<file path="src/rtl/bhpq_pkg.sv">
// Shared types, constants and codes for the binary heap priority queue.
package bhpq_pkg;

  localparam int CAPACITY_DEF      = 1024;
  localparam int KEY_WIDTH_DEF     = 32;
  localparam int PAYLOAD_WIDTH_DEF = 32;

  localparam int FIELD_W     = 32;
  localparam int COUNT_OUT_W = 11;

  localparam logic ACT_INSERT = 1'b0;
  localparam logic ACT_REMOVE = 1'b1;

  localparam logic [1:0] ST_DONE  = 2'd0;
  localparam logic [1:0] ST_FULL  = 2'd1;
  localparam logic [1:0] ST_EMPTY = 2'd2;

  // Read address select.
  localparam logic [1:0] RD_LAST   = 2'd0;
  localparam logic [1:0] RD_PARENT = 2'd1;
  localparam logic [1:0] RD_LEFT   = 2'd2;
  localparam logic [1:0] RD_RIGHT  = 2'd3;

  // Write data select.
  localparam logic [1:0] WR_NONE   = 2'd0;
  localparam logic [1:0] WR_CUR    = 2'd1;
  localparam logic [1:0] WR_PARENT = 2'd2;
  localparam logic [1:0] WR_BEST   = 2'd3;

  typedef struct packed {
    logic               action;
    logic [FIELD_W-1:0] key;
    logic [FIELD_W-1:0] payload;
  } in_item_t;

  typedef struct packed {
    logic [1:0]             status;
    logic                   top_valid;
    logic [FIELD_W-1:0]     top_key;
    logic [FIELD_W-1:0]     top_payload;
    logic [COUNT_OUT_W-1:0] entry_total;
  } out_item_t;

  typedef struct packed {
    logic       ld_ins;
    logic       ld_rem;
    logic       ld_status;
    logic [1:0] status;
    logic       ld_cur;
    logic       ld_left;
    logic [1:0] rd_sel;
    logic [1:0] wr_sel;
  } cmd_t;

  typedef struct packed {
    logic full;
    logic empty;
    logic pos_zero;
    logic left_in;
    logic cur_wins;
    logic best_is_cur;
  } sts_t;

endpackage

</file>
<file path="src/rtl/bhpq_ctrl.sv">
// Sequencer for insert and remove operations of the heap.
module bhpq_ctrl (
  input  logic          clk,
  input  logic          rst_n,
  input  logic          start,
  input  logic          in_action,
  input  bhpq_pkg::sts_t sts,
  output bhpq_pkg::cmd_t cmd,
  output logic          busy,
  output logic          out_valid
);

  import bhpq_pkg::*;

  localparam logic [2:0] S_IDLE    = 3'd0;
  localparam logic [2:0] S_LAST    = 3'd1;
  localparam logic [2:0] S_UP_CHK  = 3'd2;
  localparam logic [2:0] S_UP_CMP  = 3'd3;
  localparam logic [2:0] S_DN_CHK  = 3'd4;
  localparam logic [2:0] S_DN_LEFT = 3'd5;
  localparam logic [2:0] S_DN_CMP  = 3'd6;
  localparam logic [2:0] S_DONE    = 3'd7;

  logic [2:0] state_r;
  logic [2:0] state_nxt;

  always_ff @(posedge clk) begin
    if (!rst_n) begin
      state_r <= S_IDLE;
    end else begin
      state_r <= state_nxt;
    end
  end

  always_comb begin
    state_nxt     = state_r;
    cmd           = '0;
    cmd.rd_sel    = RD_LAST;
    cmd.wr_sel    = WR_NONE;
    cmd.status    = ST_DONE;
    case (state_r)
      S_IDLE: begin
        if (start) begin
          cmd.ld_status = 1'b1;
          if (in_action == ACT_INSERT) begin
            if (sts.full) begin
              cmd.status = ST_FULL;
              state_nxt  = S_DONE;
            end else begin
              cmd.ld_ins = 1'b1;
              state_nxt  = S_UP_CHK;
            end
          end else begin
            if (sts.empty) begin
              cmd.status = ST_EMPTY;
              state_nxt  = S_DONE;
            end else begin
              // Fetch the last item while the count drops.
              cmd.ld_rem = 1'b1;
              cmd.rd_sel = RD_LAST;
              state_nxt  = S_LAST;
            end
          end
        end
      end
      S_LAST: begin
        if (sts.empty) begin
          state_nxt = S_DONE;
        end else begin
          cmd.ld_cur = 1'b1;
          state_nxt  = S_DN_CHK;
        end
      end
      S_UP_CHK: begin
        if (sts.pos_zero) begin
          cmd.wr_sel = WR_CUR;
          state_nxt  = S_DONE;
        end else begin
          cmd.rd_sel = RD_PARENT;
          state_nxt  = S_UP_CMP;
        end
      end
      S_UP_CMP: begin
        if (sts.cur_wins) begin
          cmd.wr_sel = WR_PARENT;
          state_nxt  = S_UP_CHK;
        end else begin
          cmd.wr_sel = WR_CUR;
          state_nxt  = S_DONE;
        end
      end
      S_DN_CHK: begin
        if (!sts.left_in) begin
          cmd.wr_sel = WR_CUR;
          state_nxt  = S_DONE;
        end else begin
          cmd.rd_sel = RD_LEFT;
          state_nxt  = S_DN_LEFT;
        end
      end
      S_DN_LEFT: begin
        cmd.ld_left = 1'b1;
        cmd.rd_sel  = RD_RIGHT;
        state_nxt   = S_DN_CMP;
      end
      S_DN_CMP: begin
        if (sts.best_is_cur) begin
          cmd.wr_sel = WR_CUR;
          state_nxt  = S_DONE;
        end else begin
          cmd.wr_sel = WR_BEST;
          state_nxt  = S_DN_CHK;
        end
      end
      S_DONE: begin
        state_nxt = S_IDLE;
      end
      default: begin
        state_nxt = S_IDLE;
      end
    endcase
  end

  assign busy      = (state_r != S_IDLE);
  assign out_valid = (state_r == S_DONE);

endmodule

</file>
<file path="config.mk">
export PLATFORM = sky130hd
export DESIGN_NAME = bhpq_ctrl
export DESIGN_NICKNAME = d
export VERILOG_FILES = /design/src/rtl/bhpq_pkg.sv /design/src/rtl/bhpq_ctrl.sv
export SDC_FILE = /design/constraint.sdc
export NUM_CORES = 1
export LEC_CHECK = 0
export BUFFER_PORTS_ARGS = -buffer_cell sky130_fd_sc_hd__buf_2
export CORE_AREA = 5 5 42 44
export CTS_CLUSTER_SIZE = 14
export DETAILED_ROUTE_END_ITERATION = 10
export DIE_AREA = 0 0 47 49
export PLACE_DENSITY = 0.66
export RECOVER_POWER = 100
export SYNTH_ARGS = -nofsm -noshare
export SYNTH_HDL_FRONTEND = slang
export SYNTH_SLANG_ARGS = --single-unit
export TNS_END_PERCENT = 20
</file>
<file path="constraint.sdc">
create_clock -name clk -period 1.2 [get_ports clk]
set_input_delay 0.24 -clock clk [delete_from_list [all_inputs] [get_ports clk]]
set_output_delay 0.24 -clock clk [all_outputs]
set_load 0.005 [all_outputs]
</file>
# Word-level counts from Yosys, hierarchy flattened
# Index checks and enable logic that the tools add are counted.
[op_classes]
n_eq_ne = 8
n_mux = 29
reduce_logical = 2
[ops]
columns = ["op", "n"]
rows = [
  ["3-bit case mux with 8 select lines", 1],
  ["3-bit two-way mux", 6],
  ["2-bit two-way mux", 8],
  ["3-bit == test, second input constant", 4],
  ["1-bit two-way mux", 10],
  ["5-bit two-way mux", 2],
  ["2-bit case mux with 4 select lines", 1],
  ["3-bit by 2-bit == test with 1-bit output, second input constant", 2],
  ["2-bit case mux with 3 select lines", 1],
  ["3-bit by 1-bit == test with 1-bit output, second input constant", 1],
  ["3-bit zero test", 1],
  ["3-bit nonzero test", 1],
  ["2-bit != test, second input constant", 1],
]
[totals]
output_inout_bits = 13
inputBits = 10
wordCells = 40
ff_bits = 3

# Logic depth before layout (Yosys ltp)
# Gate-level depths: netlist of run 1.
[depth]
word_depth = 4
mapped_depth = 6
mapped_depth_nobuf = 5

# Least setup slack after synthesis of run 1
# No wires, ideal clock.
[synth_timing]
path_kind = "flip-flop to output port"
startpoint = "reg state_r[1]"
endpoint = "out cmd[2] (netlist bit)"
required_ps = 960
setup_slack_ps = 13
n_path_buf = 1
arrival_time_ps = 947
stages_incl_launch_ff = 4
path_cell_list = "dfxtp_1 > buf_6 > or4b_1 > o21ai_1"
[synth_lines]
columns = ["element", "line_no", "source"]
rows = [
  ["start: declaration", "bhpq_ctrl.sv:24", "logic [2:0] state_r;"],
  ["start signal: assignment", "bhpq_ctrl.sv:31", "state_r <= state_nxt;"],
  ["end: declaration", "bhpq_ctrl.sv:8", "output bhpq_pkg::cmd_t cmd,"],
]

==> flow_summary.yaml, run 1 <==
worst_setup_path:
  worstSetupPathType: "flip-flop to primary output"
  crit_path_max_fanout: 5
  cp-end-kind: "primary output"
  cp.required_ns: 0.96
  arrival_ns: 1.28
  critical_path.startpoint_type: "flip-flop"
timing:
  final_hold_viol_count: 0
  slew_viol_final: 0
  fin_crit_ns: 1.52
  slew_headroom_pct: 81.7
  skew_ns: 0.00601
  layout_setup_ws_ns: -0.319
  fin_tns_setup_ns: -2.42
  worst_pin_slew_ns: 0.272
  fmax_ghz: 0.658
  setup_viol: 14
  finalCritPeriodShare_pct: 127
  rsz0062_at_grt: "true"
final_layout:
  utilization_pct: 45.0
  drive_above_1_share_pct: 61.2
  biggestRegsByFlops: "state_r (3)"
  syn_to_final_growth_pct: 64.2
  antenna_cells: 0
  layout_common_cells: "buf_2, buf_4, nor2_1, clkbuf_4"
  largest_register_ff_count: 3
  fillers: 149
  nets: 96
  regMostFlops: "state_r"
  finalInstanceArea_um2: 631
  mostFrequentLayoutCell: "buf_2"
floorplan:
  die_area_um2: 2300
  io_pins: 23
  initial_core_util_pct: 27.4
  rows: 14
  core_um2: 1400
  die_w_um: 47
  die_y_um: 49
cts:
  htreeDepth: 1
  cts_root_buf: "clkbuf_4"
  post_cts_buffers: 0
  insertion_delay_ns: 0.24
  clock-sinks: 3
  cts_buffers: 3
  postCtsHoldBufs: 0
  cts_tree: "built"
  clk_path_buf_depth: 2
  clk_pin_slew_ns: 0.04
job:
  maxCapViolCount: 0
routing:
  firstDrtPassIters: 3
  final_antenna_net_count: 0
  vias_per_cell: 4.87
  vias: 492
  drcViolationCount: 0
  drt_iter0_drc: 3
  drt-total-wl_mm: 1.08
  wire_per_inst_um: 10.7
global_route:
  grt.total_usage_pct: 11.5
  first_global_vias: 460
  antenna_found_initial: 0
  overflow: 0
  grt_max_degree: 11
  grt_pass1_wl_mm: 1.94
synthesis:
  synthCells: 51
  synth_cell_types: 28
  yosys_register_bits: 3
  yosys_warnings: 0
  ys_seq_area_share_pct: 15.6
  avgSynthCellArea_um2: 7.53
  synth_area_um2: 384
  synth_fp_nets: 61
power:
  ir_drop_mv: 0.603
  p_per_area_nw_per_um2: 1900
  p_leak_nw: 0.327
place:
  io_buffers: 22
  dp.final_hpwl_um: 894
  place_congestion: 0.749
  placed_area_um2: 567
hold_path:
  min_path_type: "primary input to flip-flop"
status:
  outcome: "finished with violations"
  violations: "negative setup slack"
==> logic make-up (layout without fill, tap and decap cells) <==
logic type             count (synthesis)  in the layout  synth area share, %
DFF                                    3              3                 15.6
buffers and inverters                  8             42                 13.7
AOI/OAI and AO/OA                     15             15                 29.0
and+or+nand+nor                       25             25                 41.7
==> stage by stage <==
stage / setup WS, ns / total power [mW] / std cells / hold WS [ns]
floorplan: 0.0134 / 0.659 / 51 / 0.386
detailed placement: -0.105 / 0.944 / 97 / 0.517
global route: -0.388 / 1.31 / 101 / 0.277
global placement: -0.0765 / 0.937 / 97 / 0.511
CTS: -0.338 / 1.20 / 101 / 0.256
finish: -0.319 / 1.20 / 101 / 0.266
==> routing by layer <==
layer	vias up	share of wire, %	track usage [%]
li1	251	-	-
met1	222	41	13.3
met2	17	49	17.0
met3	2	7.8	3.32
met4	0	2.3	8.29
met5	-	0	0
==> critical path, cell delays in order, from the launching register on <==
cell,delay [ns]
dfxtp_2,0.34
or4b_1,0.50
o21ai_1,0.08
buf_2,0.12
==> synth_stat cells <==
| master | number | area [um^2] |
|---|---|---|
| a211oi_1 | 1 | 7.51 |
| a211oi_2 | 1 | 12.5 |
| a21oi_1 | 3 | 15.0 |
| a22o_2 | 1 | 10.0 |
| a22oi_1 | 1 | 7.51 |
| and3_2 | 1 | 7.51 |
| buf_4 | 2 | 15.0 |
| buf_6 | 2 | 22.5 |
| dfxtp_1 | 3 | 60.1 |
| inv_1 | 3 | 11.3 |
| inv_2 | 1 | 3.75 |
| nand2_1 | 3 | 11.3 |
| nand2b_1 | 3 | 18.8 |
| nand4b_4 | 1 | 23.8 |
| nor2_1 | 6 | 22.5 |
| nor2b_1 | 2 | 12.5 |
| nor3_1 | 3 | 15.0 |
| nor3_2 | 1 | 10.0 |
| nor3b_1 | 3 | 22.5 |
| o21a_1 | 1 | 7.51 |
| o21ai_0 | 1 | 5.00 |
| o21ai_1 | 2 | 10.0 |
| o21ai_2 | 1 | 8.76 |
| o221a_1 | 1 | 11.3 |
| o31a_1 | 1 | 8.76 |
| o31ai_1 | 1 | 7.51 |
| or2_1 | 1 | 6.26 |
| or4b_1 | 1 | 10.0 |
==> where the power goes <==
part	leakage (nW)	internal [mW]	switching, mW	total (mW)
clock network	0.0150	0.125	0.0607	0.186
registers	0.0261	0.153	0.0689	0.222
logic	0.286	0.427	0.363	0.790
==> final timing paths <==
kind / start / end / slack (ns) / depth (start not counted)
worst min register to register: state_r[2] / state_r[2] / 0.72 / 4
worst max register to register: state_r[2] / state_r[0] / -0.02 / 4
worst min-delay path: rst_n / state_r[1] / 0.27 / 3
worst max-delay path: state_r[0] / cmd[2] / -0.32 / 3
==> timing repair <==
action	in CTS	in global routing
endpoints found under the hold margin	0	0
setup endpoints to repair	15	16
pin swaps	3	2
resized for setup	9	2
==> layout make-up <==
cell class	instances	area, um^2	share of cell area, %
Multi-Input combinational cell	40	299	47.4
Timing Repair Buffer	34	204	32.3
Sequential cell	3	66.3	10.5
Clock buffer	4	26.3	4.17
Tap cell	16	20.0	3.17
Inverter	4	15.0	2.38
Power figures use the tool's default switching activity.
==> run 2, diff against run 1 <==
- BUFFER_PORTS_ARGS: -buffer_cell sky130_fd_sc_hd__buf_2 -> default
- DONT_BUFFER_PORTS: default -> 1
- PLACE_DENSITY: 0.66 -> 0.51
- RECOVER_POWER: 100 -> default
- TNS_END_PERCENT: 20 -> default
==> flow_summary.yaml, run 2 (same netlist as run 1, synthesis figures left out) <==
routing:
  drt-total-wl_mm: 1.14
  final_antenna_net_count: 0
  drt_iter0_drc: 6
  vias_per_cell: 5.24
  firstDrtPassIters: 4
  wire_per_inst_um: 13.5
  vias: 440
  drcViolationCount: 0
global_route:
  grt_pass1_wl_mm: 1.88
  antenna_found_initial: 0
  grt_max_degree: 8
  overflow: 0
  grt.total_usage_pct: 10.8
  first_global_vias: 458
hold_path:
  min_path_type: "primary input to flip-flop"
power:
  power_mw: 1.51
  p_leak_nw: 0.300
  p_per_area_nw_per_um2: 2130
  ir_drop_mv: 1.11
timing:
  slew_viol_final: 0
  setup_viol: 11
  finalCritPeriodShare_pct: 120
  final_hold_viol_count: 0
  fmax_ghz: 0.692
  slew_headroom_pct: 84.8
  fin_tns_setup_ns: -1.68
  fin_crit_ns: 1.45
  skew_ns: 0.00242
  layout_setup_ws_ns: -0.245
  rsz0062_at_grt: "true"
  worst_pin_slew_ns: 0.227
worst_setup_path:
  max_stage_delay_ns: 0.33
  cp.required_ns: 0.96
  arrival_ns: 1.21
  cp-end-kind: "primary output"
  critical_path.startpoint_type: "flip-flop"
  crit_slowest_cell: "dfxtp_2"
  worstSetupPathType: "flip-flop to primary output"
  crit_path_max_fanout: 5
  worstPathCellList: "buf_12 > nor3_4 > nand2_2 > inv_2 > nand2_4 > nor2_4"
cts:
  cts_root_buf: "clkbuf_4"
  clock-sinks: 3
  insertion_delay_ns: 0.23
  clk_pin_slew_ns: 0.04
  postCtsHoldBufs: 0
  cts_tree: "built"
  htreeDepth: 1
  clk_path_buf_depth: 2
  cts_buffers: 3
final_layout:
  finalInstanceArea_um2: 708
  layout_common_cells: "buf_4, buf_6, nor2_4"
  fillers: 137
  regMostFlops: "state_r"
  largest_register_ff_count: 3
  instances_no_fill: 84
  biggestRegsByFlops: "state_r (3)"
  multi_input_comb_area_um2: 404
  syn_to_final_growth_pct: 84.4
  mostFrequentLayoutCell: "buf_4"
  regArea_um2: 68.8
  drive_above_1_share_pct: 70.6
  nets: 79
  antenna_cells: 0
floorplan:
  die_area_um2: 2300
  die_w_um: 47
  core_um2: 1400
  rows: 14
  die_y_um: 49
  io_pins: 23
  initial_core_util_pct: 27.4
status:
  outcome: "finished with violations"
  violations: "negative setup slack"
place:
  io_buffers: 0
  post-place-ws_ns: -0.0515
  place_congestion: 0.760
  dp.final_hpwl_um: 800
  dp_cells: 74
  placed_area_um2: 462
job:
  maxCapViolCount: 0
run 2: per-layer routing:
| layer | GRT usage (%) | routed length [um] |
|---|---|---|
| met1 | 14.1 | 478 |
| met2 | 16.5 | 583 |
| met3 | 2.95 | 76 |
| met4 | 4.15 | 0 |
| met5 | 0 | 0 |
run 2: metrics by stage:
stage               util, %  hold WS (ns)
floorplan                 -         0.386
global placement       32.9         0.408
detailed placement     32.9         0.410
CTS                    43.1         0.153
global route           50.5         0.166
finish                 50.5         0.158
run 2: worst paths after layout:
kind,end,start,cells after the start,slack [ns]
worst min-delay path,state_r[0],rst_n,2,0.16
worst max register to register,state_r[1],state_r[2],6,0.02
worst min register to register,state_r[0],state_r[2],3,0.73
worst max-delay path,cmd[7],state_r[1],6,-0.25
run 2: cell type report:
type	instances	area share, %
sequential	3	9.72
timing repair buffer	17	24.6
multi-input combinational	40	57.1
clock buffer	4	3.71
inverter	4	2.12
tap	16	2.83
run 2: critical path: cells and delay by family, from the launching register on:
kind	cells	cell delay, ns
buffers and inverters	2	0.23
flip-flops	1	0.33
AND/OR/NAND/NOR	4	0.41
run 2: where the power goes:
group	switching, mW	total [mW]	internal, mW	leakage [nW]
combinational	0.474	1.10	0.628	0.258
sequential	0.0715	0.229	0.158	0.0264
clock	0.0521	0.177	0.125	0.0150
total	0.598	1.51	0.911	0.300
run 2: what timing repair did:
| action | in CTS | in global routing |
|---|---|---|
| endpoints found under the setup margin | 14 | 14 |
| pin swaps | 9 | 7 |
| hold endpoints to repair | 0 | 0 |
| gates resized for setup | 26 | 18 |
| setup buffers | 3 | 3 |
